==> src/tqps_pkg.sv <==
// ----------------------------------------------------------------------------
// tqps_pkg
// Shared types and codes of the two-queue strict-priority scheduler.
// ----------------------------------------------------------------------------
package tqps_pkg;

  localparam int DEFAULT_QUEUE_DEPTH = 16;

  // field widths
  localparam int CMD_W     = 2;
  localparam int ID_W      = 16;
  localparam int TIME_W    = 16;
  localparam int OUTCOME_W = 3;
  localparam int CNT_W     = 32;
  localparam int LIMIT_W   = 5;
  localparam int ENTRY_W   = ID_W + TIME_W;

  // configuration port
  localparam int PADDR_W = 3;
  localparam int PDATA_W = 32;
  localparam logic [PADDR_W-1:0] REG_ADMIT_LIMIT = 3'd0;
  localparam logic [LIMIT_W-1:0] ADMIT_LIMIT_RESET = 5'd16;

  // commands
  localparam logic [CMD_W-1:0] CMD_HIGH_REQ = 2'd0;
  localparam logic [CMD_W-1:0] CMD_LOW_REQ  = 2'd1;
  localparam logic [CMD_W-1:0] CMD_TICK     = 2'd2;

  // outcomes
  localparam logic [OUTCOME_W-1:0] OUT_ACCEPTED    = 3'd0;
  localparam logic [OUTCOME_W-1:0] OUT_REFUSED     = 3'd1;
  localparam logic [OUTCOME_W-1:0] OUT_SERVED_HIGH = 3'd2;
  localparam logic [OUTCOME_W-1:0] OUT_SERVED_LOW  = 3'd3;
  localparam logic [OUTCOME_W-1:0] OUT_IDLE        = 3'd4;

  // statistic counter slots
  localparam int CNT_HIGH_REFUSED = 0;
  localparam int CNT_LOW_REFUSED  = 1;
  localparam int CNT_HIGH_SERVED  = 2;
  localparam int CNT_LOW_SERVED   = 3;
  localparam int CNT_IDLE_TICKS   = 4;
  localparam int CNT_HIGH_WAIT    = 5;
  localparam int CNT_LOW_WAIT     = 6;
  localparam int CNT_NUM          = 7;

  typedef enum logic {
    ST_IDLE,
    ST_FETCH
  } st_t;

  // saturating add of a 32-bit counter and a 16-bit increment
  function automatic logic [CNT_W-1:0] sat_add(input logic [CNT_W-1:0] c,
                                               input logic [TIME_W-1:0] v);
    logic [CNT_W:0] s;
    s = {1'b0, c} + {{(CNT_W-TIME_W+1){1'b0}}, v};
    return s[CNT_W] ? {CNT_W{1'b1}} : s[CNT_W-1:0];
  endfunction

endpackage

==> src/tqps_ram.sv <==
// ----------------------------------------------------------------------------
// tqps_ram
// Generic single-write, single-read RAM with a registered read port.
// ----------------------------------------------------------------------------
module tqps_ram #(
  parameter int WIDTH = 32,
  parameter int DEPTH = 16,
  parameter int AW    = (DEPTH > 1) ? $clog2(DEPTH) : 1
) (
  input  logic             clk,
  input  logic             we,
  input  logic [AW-1:0]    waddr,
  input  logic [WIDTH-1:0] wdata,
  input  logic             re,
  input  logic [AW-1:0]    raddr,
  output logic [WIDTH-1:0] rdata
);

  logic [WIDTH-1:0] mem [DEPTH];

  always_ff @(posedge clk) begin
    if (we) begin
      mem[waddr] <= wdata;
    end
    if (re) begin
      rdata <= mem[raddr];
    end
  end

endmodule

==> src/two_queue_priority_scheduler.sv <==
// ----------------------------------------------------------------------------
// two_queue_priority_scheduler
// Strict-priority scheduler over two bounded FIFOs kept in RAM.
// ----------------------------------------------------------------------------
// Usage:
//  - Slave stream takes one command per beat: tuser carries the command
//    (high request, low request, service tick), tdata the id, arrival
//    time and current time.
//  - Master stream returns one result beat per command: tuser holds the
//    outcome, tdata the served id, wait, both occupancies and the seven
//    saturating statistic counters.
//  - A request is settled in the accept cycle: admission, RAM write and
//    counters. A service tick first reads the head entry from the queue
//    RAM (registered read port), and the wait is worked out in the
//    following cycle.
//  - A result stage and an output register sit between the sides, so a
//    command is taken while one finished result waits on the master side.
//    When the receiver stalls, at most one further result is held and
//    tready then drops.
//  - Reset clears heads, tails, counts, counters and sets the limit to 16.
//    Queue RAM contents are not cleared: only written entries are read.
//  - The admission limit lies at APB address 0; pready is always high.
// ----------------------------------------------------------------------------
module two_queue_priority_scheduler #(
  parameter int QUEUE_DEPTH = tqps_pkg::DEFAULT_QUEUE_DEPTH,
  parameter int CW    = $clog2(QUEUE_DEPTH + 1),
  parameter int OUT_W = ((2 * tqps_pkg::TIME_W + 2 * CW
                          + tqps_pkg::CNT_NUM * tqps_pkg::CNT_W + 7) / 8) * 8
) (
  input  logic                            clk,
  input  logic                            rst,
  // slave stream
  input  logic                            s_tvalid,
  output logic                            s_tready,
  // item_id, arrival_time, current_time
  input  logic [47:0]                     s_tdata,
  // command
  input  logic [tqps_pkg::CMD_W-1:0]      s_tuser,
  // master stream
  output logic                            m_tvalid,
  input  logic                            m_tready,
  // served_id, wait_time, high_occupancy, low_occupancy, high_refused,
  // low_refused, high_served, low_served, idle_ticks, high_wait_sum,
  // low_wait_sum, zero pad
  output logic [OUT_W-1:0]                m_tdata,
  // outcome
  output logic [tqps_pkg::OUTCOME_W-1:0]  m_tuser,
  // APB configuration
  input  logic                            psel,
  input  logic                            penable,
  input  logic                            pwrite,
  input  logic [tqps_pkg::PADDR_W-1:0]    paddr,
  input  logic [tqps_pkg::PDATA_W-1:0]    pwdata,
  output logic [tqps_pkg::PDATA_W-1:0]    prdata,
  output logic                            pready
);

  import tqps_pkg::*;

  localparam int AW    = (QUEUE_DEPTH > 1) ? $clog2(QUEUE_DEPTH) : 1;
  localparam int LW    = (CW > LIMIT_W) ? CW : LIMIT_W;
  localparam int RAW_W = 2 * TIME_W + 2 * CW + CNT_NUM * CNT_W;
  localparam logic [LW-1:0] DEPTH_L = LW'(QUEUE_DEPTH);
  localparam logic [AW-1:0] LAST_PTR = AW'(QUEUE_DEPTH - 1);

  // configuration
  logic [LIMIT_W-1:0] admit_limit;

  assign pready = 1'b1;

  always_ff @(posedge clk) begin
    if (rst) begin
      admit_limit <= ADMIT_LIMIT_RESET;
    end else if (psel && penable && pwrite && pready && paddr == REG_ADMIT_LIMIT) begin
      admit_limit <= pwdata[LIMIT_W-1:0];
    end
  end

  always_comb begin
    prdata = '0;
    if (paddr == REG_ADMIT_LIMIT) begin
      prdata = PDATA_W'(admit_limit);
    end
  end

  // input fields
  logic [ID_W-1:0]   in_id;
  logic [TIME_W-1:0] in_arrival;
  logic [TIME_W-1:0] in_now;

  assign in_id      = s_tdata[15:0];
  assign in_arrival = s_tdata[31:16];
  assign in_now     = s_tdata[47:32];

  // queue control state
  st_t            state, state_next;
  logic [AW-1:0]  hhead, htail, lhead, ltail;
  logic [CW-1:0]  hcount, lcount, hcount_next, lcount_next;
  logic           sel_high;
  logic [TIME_W-1:0] now_q;
  logic [CNT_W-1:0] cnt [CNT_NUM];
  logic [CNT_W-1:0] cnt_next [CNT_NUM];

  // result stage and output register
  logic                 res_valid;
  logic [RAW_W-1:0]     res_data;
  logic [OUTCOME_W-1:0] res_user;
  logic                 out_free;

  assign out_free = !m_tvalid || m_tready;

  // handshake decode
  logic accept, is_tick, req_high, do_req, push_ok, pop_start, idle_tick;
  logic res_load;
  logic [LW-1:0] limit_eff, req_count;

  always_comb begin
    s_tready = 1'b0;
    case (state)
      ST_IDLE:  s_tready = !res_valid || out_free;
      ST_FETCH: s_tready = 1'b0;
      default:  s_tready = 1'b0;
    endcase
  end

  assign accept    = s_tvalid && s_tready;
  assign is_tick   = s_tuser[1];
  assign req_high  = (s_tuser == CMD_HIGH_REQ);
  assign do_req    = accept && !is_tick;
  assign limit_eff = (LW'(admit_limit) > DEPTH_L) ? DEPTH_L : LW'(admit_limit);
  assign req_count = req_high ? LW'(hcount) : LW'(lcount);
  assign push_ok   = req_count < limit_eff;
  assign pop_start = accept && is_tick && (hcount != '0 || lcount != '0);
  assign idle_tick = accept && is_tick && hcount == '0 && lcount == '0;
  assign res_load  = do_req || idle_tick || (state == ST_FETCH);

  always_comb begin
    state_next = state;
    case (state)
      ST_IDLE:  if (pop_start) state_next = ST_FETCH;
      ST_FETCH: state_next = ST_IDLE;
      default:  state_next = ST_IDLE;
    endcase
  end

  // queue RAMs: id in the upper half, arrival in the lower
  logic             hwe, lwe, hre, lre;
  logic [ENTRY_W-1:0] hrdata, lrdata, wentry, head_entry;

  assign wentry = {in_id, in_arrival};
  assign hwe    = do_req && push_ok && req_high;
  assign lwe    = do_req && push_ok && !req_high;
  assign hre    = pop_start && hcount != '0;
  assign lre    = pop_start && hcount == '0;

  tqps_ram #(.WIDTH(ENTRY_W), .DEPTH(QUEUE_DEPTH), .AW(AW)) u_high_ram (
    .clk   (clk),
    .we    (hwe),
    .waddr (htail),
    .wdata (wentry),
    .re    (hre),
    .raddr (hhead),
    .rdata (hrdata)
  );

  tqps_ram #(.WIDTH(ENTRY_W), .DEPTH(QUEUE_DEPTH), .AW(AW)) u_low_ram (
    .clk   (clk),
    .we    (lwe),
    .waddr (ltail),
    .wdata (wentry),
    .re    (lre),
    .raddr (lhead),
    .rdata (lrdata)
  );

  // served entry and its wait, clamped at zero
  logic [ID_W-1:0]   srv_id;
  logic [TIME_W-1:0] srv_start, srv_wait;

  assign head_entry = sel_high ? hrdata : lrdata;
  assign srv_id     = head_entry[ENTRY_W-1:TIME_W];
  assign srv_start  = head_entry[TIME_W-1:0];
  assign srv_wait   = (now_q >= srv_start) ? (now_q - srv_start) : '0;

  // occupancy
  always_comb begin
    hcount_next = hcount;
    lcount_next = lcount;
    if (hwe) hcount_next = hcount + 1'b1;
    if (lwe) lcount_next = lcount + 1'b1;
    if (hre) hcount_next = hcount - 1'b1;
    if (lre) lcount_next = lcount - 1'b1;
  end

  // statistic counters
  always_comb begin
    for (int k = 0; k < CNT_NUM; k++) begin
      cnt_next[k] = cnt[k];
    end
    if (do_req && !push_ok) begin
      if (req_high) begin
        cnt_next[CNT_HIGH_REFUSED] = sat_add(cnt[CNT_HIGH_REFUSED], TIME_W'(1));
      end else begin
        cnt_next[CNT_LOW_REFUSED] = sat_add(cnt[CNT_LOW_REFUSED], TIME_W'(1));
      end
    end
    if (idle_tick) begin
      cnt_next[CNT_IDLE_TICKS] = sat_add(cnt[CNT_IDLE_TICKS], TIME_W'(1));
    end
    if (state == ST_FETCH) begin
      if (sel_high) begin
        cnt_next[CNT_HIGH_SERVED] = sat_add(cnt[CNT_HIGH_SERVED], TIME_W'(1));
        cnt_next[CNT_HIGH_WAIT]   = sat_add(cnt[CNT_HIGH_WAIT], srv_wait);
      end else begin
        cnt_next[CNT_LOW_SERVED] = sat_add(cnt[CNT_LOW_SERVED], TIME_W'(1));
        cnt_next[CNT_LOW_WAIT]   = sat_add(cnt[CNT_LOW_WAIT], srv_wait);
      end
    end
  end

  // result of this step
  logic [OUTCOME_W-1:0] outcome_next;
  logic [ID_W-1:0]      served_next;
  logic [TIME_W-1:0]    wait_next;

  always_comb begin
    outcome_next = OUT_IDLE;
    served_next  = '0;
    wait_next    = '0;
    if (state == ST_FETCH) begin
      outcome_next = sel_high ? OUT_SERVED_HIGH : OUT_SERVED_LOW;
      served_next  = srv_id;
      wait_next    = srv_wait;
    end else if (do_req) begin
      outcome_next = push_ok ? OUT_ACCEPTED : OUT_REFUSED;
    end
  end

  always_ff @(posedge clk) begin
    if (rst) begin
      state  <= ST_IDLE;
      hhead  <= '0;
      htail  <= '0;
      lhead  <= '0;
      ltail  <= '0;
      hcount <= '0;
      lcount <= '0;
      for (int k = 0; k < CNT_NUM; k++) begin
        cnt[k] <= '0;
      end
    end else begin
      state  <= state_next;
      hcount <= hcount_next;
      lcount <= lcount_next;
      for (int k = 0; k < CNT_NUM; k++) begin
        cnt[k] <= cnt_next[k];
      end
      if (hwe) htail <= (htail == LAST_PTR) ? '0 : htail + 1'b1;
      if (lwe) ltail <= (ltail == LAST_PTR) ? '0 : ltail + 1'b1;
      if (hre) hhead <= (hhead == LAST_PTR) ? '0 : hhead + 1'b1;
      if (lre) lhead <= (lhead == LAST_PTR) ? '0 : lhead + 1'b1;
    end
  end

  // tick context for the fetch cycle
  always_ff @(posedge clk) begin
    if (pop_start) begin
      sel_high <= (hcount != '0);
      now_q    <= in_now;
    end
  end

  // result stage, then output register
  always_ff @(posedge clk) begin
    if (rst) begin
      res_valid <= 1'b0;
      m_tvalid  <= 1'b0;
    end else begin
      if (res_load) begin
        res_valid <= 1'b1;
      end else if (res_valid && out_free) begin
        res_valid <= 1'b0;
      end
      if (res_valid && out_free) begin
        m_tvalid <= 1'b1;
      end else if (m_tready) begin
        m_tvalid <= 1'b0;
      end
    end
  end

  always_ff @(posedge clk) begin
    if (res_load) begin
      res_user <= outcome_next;
      res_data <= {cnt_next[CNT_LOW_WAIT], cnt_next[CNT_HIGH_WAIT],
                   cnt_next[CNT_IDLE_TICKS], cnt_next[CNT_LOW_SERVED],
                   cnt_next[CNT_HIGH_SERVED], cnt_next[CNT_LOW_REFUSED],
                   cnt_next[CNT_HIGH_REFUSED], lcount_next, hcount_next,
                   wait_next, served_next};
    end
    if (res_valid && out_free) begin
      m_tuser <= res_user;
      m_tdata <= OUT_W'(res_data);
    end
  end

endmodule

==> config.mk <==
export PLATFORM = sky130hd
export DESIGN_NAME = two_queue_priority_scheduler
export DESIGN_NICKNAME = d
export VERILOG_FILES = /design/src/tqps_pkg.sv /design/src/tqps_ram.sv /design/src/two_queue_priority_scheduler.sv
export SDC_FILE = /design/constraint.sdc
export NUM_CORES = 2
export LEC_CHECK = 0
export BUFFER_PORTS_ARGS = -buffer_cell sky130_fd_sc_hd__clkbuf_2
export CORE_AREA = 5 5 636 481
export CTS_CLUSTER_SIZE = 10
export DETAILED_ROUTE_END_ITERATION = 8
export DIE_AREA = 0 0 641 486
export PLACE_DENSITY = 0.5
export SLEW_MARGIN = 0
export SYNTH_ARGS = -nofsm -noshare
export SYNTH_HDL_FRONTEND = slang
export SYNTH_SLANG_ARGS = --single-unit
export TNS_END_PERCENT = 30
==> constraint.sdc <==
create_clock -name clk -period 31.7 [get_ports clk]
set_input_delay 3.17 -clock clk [delete_from_list [all_inputs] [get_ports clk]]
set_output_delay 3.17 -clock clk [all_outputs]
set_load 0.01 [all_outputs]
# After elaboration in Yosys (flattened, before gate mapping)

Memories as Yosys holds them, arrays and structs flattened. A register that Yosys moved wholly into a read port is not among the register bits.
Cells that the tools add are included.

Memories kept: 3
Input port bits: 92
Output and inout port bits: 310
Bits in writable memories: 1248
Register bits after elaboration: 589

Memory list:

| memory         | words | width | rd ports | clocked after Yosys merged registers in | wr ports | RTL line                            | RTL |
|---|---|---|---|---|---|---|---|
| u_high_ram.mem | 16    | 32    | 1        | 1                                       | 1        | tqps_ram.sv:19                      | `logic [WIDTH-1:0] mem [DEPTH];` |
| u_low_ram.mem  | 16    | 32    | 1        | 1                                       | 1        | tqps_ram.sv:19                      |  |
| cnt            | 7     | 32    | 7        | 0                                       | 7        | two_queue_priority_scheduler.sv:101 | `logic [CNT_W-1:0] cnt [CNT_NUM];` |

Order comparisons: 3
Eq/ne operators: 4
Add/subtract/negate cells: 16
Reductions and logical operators: 34
Multiplexer cells: 55
Bitwise gates (word level): 8

Operator list:

| cell                  | number |
|---|---|
| $mux 32               | 22 |
| $mux 64               | 3 |
| $add 32x1->33 const B | 5 |
| $add 32x16->33        | 2 |
| $mux 5                | 7 |
| $add 4x1->4 const B   | 4 |
| $eq 4x4->1 const B    | 4 |
| $ge 16x16->1          | 1 |
| $logic_and 1x1->1     | 16 |
| $mux 16               | 1 |
| $mux 4                | 4 |
| $sub 16x16->16        | 1 |
| $mux 1                | 14 |
| $add 5x1->5 const B   | 2 |
| $logic_not 5->1       | 2 |
| $reduce_bool 5->1     | 2 |
| $sub 5x1->5 const B   | 2 |
| $or 1x1->1            | 7 |
| $mux 3                | 2 |
| $gt 5x5->1 const B    | 1 |
| $logic_not 1->1       | 5 |
| $logic_or 1x1->1      | 5 |
| $lt 5x5->1            | 1 |
| $pmux 1 s2            | 2 |
| 4 further kinds       | 5 |

# Longest topological paths before layout

Word-level depth: 11
Depth in mapped cells: 22
Mapped depth without buffers: 18

# Hierarchy

From an unflattened synthesis, not the netlist that was laid out.

Cell total of the unflattened synthesis: 4318
Area total of the unflattened synthesis: 73483.0 um2

Modules (own cells, without submodules):

| module                       | seq. area each (um2) | instances | area each (um2) | cells each |
|---|---|---|---|---|
| two_queue_priority_scheduler | 21830.9              | 1         | 33153.0         | 2642 |
| tqps_ram at u_low_ram        | 16335.7              | 1         | 20174.3         | 838 |
| tqps_ram at u_high_ram       | 16335.7              | 1         | 20155.6         | 838 |

# Worst setup path after synthesis

No wires, ideal clock.

Path kind: in2reg
Start point: in m_tready
End point: reg m_tdata[0], enable pin
Cell stages on the path: 2
Slack: 15.673 ns
Setup time: 0.936 ns
Data required time: 30.764 ns
Arrival: 15.091 ns
Cell sequence: nor2b_1 nor2b_1

Word-level cells in the longest chain between the ends: 2

Ends and longest elaborated chain:

| what                   | RTL line                            | RTL |
|---|---|---|
| start: declaration     | two_queue_priority_scheduler.sv:41  | `input logic m_tready,` |
| $logic_or 1x1->1       | two_queue_priority_scheduler.sv:110 | `assign out_free = !m_tvalid \|\| m_tready;` |
| $logic_and 1x1->1      | two_queue_priority_scheduler.sv:301 | `if (res_valid && out_free) begin` |
| end signal: assignment | two_queue_priority_scheduler.sv:303 | `m_tdata <= OUT_W'(res_data);` |
| end: declaration       | two_queue_priority_scheduler.sv:45  | `output logic [OUT_W-1:0] m_tdata,` |

No other way between the ends.
A chain may end at the register's enable or synchronous reset.

# Worst setup path after layout

Start point: in paddr[1] (netlist name)
End point: out prdata[1] (netlist name)

Word-level cells in the longest chain between the ends: 2

Ends and longest elaborated chain:

| what               | RTL line                           | RTL |
|---|---|---|
| start: declaration | two_queue_priority_scheduler.sv:52 | `input logic [tqps_pkg::PADDR_W-1:0] paddr,` |
| $logic_not 3->1    | two_queue_priority_scheduler.sv:81 | `if (paddr == REG_ADMIT_LIMIT) begin` |
| $mux 5             | two_queue_priority_scheduler.sv:81 |  |
| end: declaration   | two_queue_priority_scheduler.sv:54 | `output logic [tqps_pkg::PDATA_W-1:0] prdata,` |

No other way between the ends.

==> results.json <==
{
  "fin_ws_ns": 24.55,
  "rsz0062_at_grt": "no",
  "reg2reg_from": "sel_high",
  "port_buffers": 340,
  "tightest_slew_ns": 1.164,
  "ios": 402,
  "syn_avg_cell_area_sq_um": 17.30,
  "ys_seq_elements": 1901,
  "clk_latency_ns": 0.88,
  "critPathKind": "primary input to output pin",
  "fillers": 29530,
  "grt_max_degree": 153,
  "grt_usage": 0.1222,
  "worst_ep_required_time_ns": 28.53,
  "die_height_um": 486,
  "max_freq_mhz": 139.8,
  "pre_cts_ws_ns": 23.83,
  "fin_skew_ns": 0.08124,
  "grt_pass1_vias": 39460,
  "whs_endpoint": "m_tdata[136]",
  "ant_nets": 0,
  "crit_path_max_fanout": 6,
  "fin_crit_ns": 7.154,
  "drc": 0,
  "outcome": "complete, no violations",
  "drt_iter0_markers": 3733,
  "synth_area_sq_mm": 0.07426,
  "cts_root_buffer": "clkbuf_16",
  "finalSetupViolCount": 0,
  "postCtsHoldBufs": 0,
  "drive_gt1_frac": 0.2263,
  "initial_utilization": 0.2488,
  "die_w_um": 641,
  "start_kind": "primary input",
  "syn2layout_area_growth_pct": 17.12,
  "dieArea_sq_mm": 0.3115,
  "drv_cap": 0,
  "timing.rr.end": "res_data[205]",
  "crit_top_cell": "clkbuf_2",
  "reg2reg_slack_ns": 24.57,
  "cpPeakStageDelay_ns": 0.41,
  "slew_headroom": 0.2243,
  "globalRouteOverflowTotal": 0,
  "worstSetupEndpointType": "output pin",
  "placed_cell_area_sq_mm": 0.08081,
  "ir_drop_mv": 0.04796,
  "vias": 40000,
  "viasPerCell": 4.543,
  "cts_made_buffers": 221,
  "cts_sinks": 1901,
  "stdcell_area_sq_mm": 0.08697,
  "cts_setup_buffers": 0,
  "fin_nets": 4900,
  "place_congestion": 0.7656,
  "core_sq_mm": 0.2985,
  "fin_crit_sh": 0.2257,
  "fin_setup_tns_ns": 0,
  "rows": 174,
  "synth-warning-count": 0,
  "cts_resized": 0,
  "antenna_found_initial": 14,
  "grt_pass1_wl_mm": 282.6,
  "crit_path_top_delay_cell": "nor3_1",
  "hold_path_depth": 0,
  "synth_async_sr_flop_share": 0,
  "reg2reg_depth": 19,
  "htree_levels": 4,
  "synth_cell_types": 100,
  "crit_chain": "clkbuf_2, nor3_1, and2_1, clkbuf_2",
  "synth_edf_count": 1643,
  "synthCells": 4293,
  "hold_class": "flop to flop",
  "ctsLongestPathBuffers": 4,
  "cts_tree": "yes",
  "routedWlPerCell_um": 22.41,
  "synth-seq-area-share": 0.7339,
  "dpl.hpwl_mm": 116.2,
  "hold_viol": 0,
  "slew_violations": 0,
  "p_per_area_mw_per_mm2": 65.35,
  "drtPass1Iterations": 7,
  "arrival_ns": 3.98,
  "synthFlopType": "edfxtp_1",
  "wl_mm": 197.3,
  "p_leak_nw": 28.54,
  "min_from": "res_data[136]",
  "clk_pin_slew_ns": 0.05
}
routing by layer:
| metal | track usage | part of all wire | vias to the layer above |
|---|---|---|---|
| li1 | - | - | 17770 |
| met1 | 0.1796 | 0.46 | 20730 |
| met2 | 0.1884 | 0.45 | 1248 |
| met3 | 0.02340 | 0.065 | 251 |
| met4 | 0.02399 | 0.017 | 0 |
| met5 | 0 | 0 | - |
synthesized netlist by cell type, types with 18 or more instances:
library cell	n	area (sq um)
nor3_1	56	280.3
a21oi_1	225	1126
nand4_1	46	287.8
xnor2_1	59	516.8
ha_1	71	888.4
mux2i_1	39	390.4
and2_1	95	594.3
clkbuf_1	123	461.7
dfxtp_1	258	5165
mux4_2	320	7207
o21ai_0	60	300.3
a31oi_1	47	294.0
edfxtp_1	1643	49340
xor2_1	90	788.3
and4_1	32	280.3
nor2_1	198	743.2
mux2_2	24	270.3
buf_2	35	175.2
a21o_1	18	135.1
inv_1	46	172.7
buf_1	27	101.4
nand2_1	304	1141
o211ai_1	20	150.1
buf_4	35	262.8
and3_1	44	275.3
nor4_1	22	137.6
a211oi_1	33	247.7
nand3_1	93	465.5
final cells by class:
cell class              instances  area (sq um)  area share
diodes                          2         5.005  0.00005754
inverters                      47         176.4    0.002028
repair buffers                410          2248     0.02585
clock inverters                19         246.5    0.002834
well taps                    3960          4955     0.05697
clock buffers                 313          5917     0.06803
multi-input cells            2153         18900      0.2173
flip-flops and latches       1901         54520      0.6269
cell usage in the layout, fill, tap and decap left out, drive strengths merged, types with 8 or more instances in the layout:
| cell | instances |
|---|---|
| clkinv | 10 |
| a41oi | 10 |
| o21a | 14 |
| nand2b | 14 |
| mux2 | 30 |
| and3 | 44 |
| conb | 34 |
| mux4 | 320 |
| nor2b | 14 |
| clkbuf | 653 |
| nor3 | 60 |
| xnor2 | 59 |
| nor4 | 28 |
| o31ai | 8 |
| or3 | 14 |
| a21o | 18 |
| a31oi | 47 |
| inv | 53 |
| a211oi | 34 |
| nand4 | 49 |
| a311oi | 17 |
| and2 | 95 |
| mux2i | 39 |
| o211ai | 21 |
| edfxtp | 1643 |
| nand2 | 306 |
| xor2 | 90 |
| ha | 71 |
| nor2 | 204 |
| dfxtp | 258 |
| and4 | 34 |
| nand3 | 94 |
| buf | 70 |
| o21ai | 66 |
| o2111ai | 12 |
| a21oi | 227 |
state kept, by name, indices dropped and copies added, names as in the netlist, 4 cells and up:
| register | count |
|---|---|
| u_low_ram.mem | 512 |
| now_q | 16 |
| hhead | 4 |
| admit_limit | 5 |
| u_high_ram.rdata | 32 |
| lhead | 4 |
| ltail | 4 |
| cnt | 224 |
| m_tdata | 266 |
| u_low_ram.rdata | 32 |
| res_data | 266 |
| htail | 4 |
| u_high_ram.mem | 512 |
| lcount | 5 |
| hcount | 5 |
worst max-delay path: cells and delay by family:
family / cells / cell delay, ns
buf+inv: 2 / 0.21
simple gates: 2 / 0.61
power breakdown:
group	total (mW)	leakage (nW)	internal, mW	switching (mW)
combinational	0.453	8.33	0.148	0.305
clock	2.27	2.97	1.30	0.966
sequential	2.96	17.2	2.90	0.0625
worst max-delay path by stage:
stage	startpoint	end	slack, ns	depth (start not counted)
floorplan	m_tready	m_tdata[0]	15.67	2
global placement	s_tuser[0]	u_low_ram.mem[3][30]	23.81	10
detailed placement	s_tuser[0]	u_low_ram.mem[3][30]	23.83	10
CTS	sel_high	res_data[229]	24.51	19
global route	sel_high	res_data[229]	24.12	19
finish	paddr[1]	prdata[1]	24.55	4
per-stage QoR:
step / utilization / power, mW / instances / hold WS (ns)
2_1_floorplan: - / 3.304 / 4325 / 0.4003
3_5_place_dp: 0.2707 / 3.483 / 8471 / 0.4045
3_3_place_gp: 0.2707 / 3.479 / 8471 / 0.4009
5_1_grt: 0.2914 / 5.923 / 8803 / 0.4037
4_1_cts: 0.2914 / 5.779 / 8803 / 0.3890
6_report: 0.2914 / 5.684 / 8805 / 0.3860
kinds of logic (layout without fill, tap and decap cells):
| family | after synthesis | in the layout | share of synthesized area |
|---|---|---|---|
| and+or+nand+nor | 986 | 986 | 0.06793 |
| AOI/OAI and AO/OA | 521 | 521 | 0.04429 |
| buffers and inverters | 271 | 789 | 0.01638 |
| muxes | 389 | 389 | 0.1071 |
| xor gates and xnor gates | 149 | 149 | 0.01757 |
| adders and majority gates | 74 | 74 | 0.01277 |
| DFF | 1901 | 1901 | 0.7339 |
| other | 2 | 36 | 0.0001011 |
No activity file was read; power rests on OpenSTA's default activity.
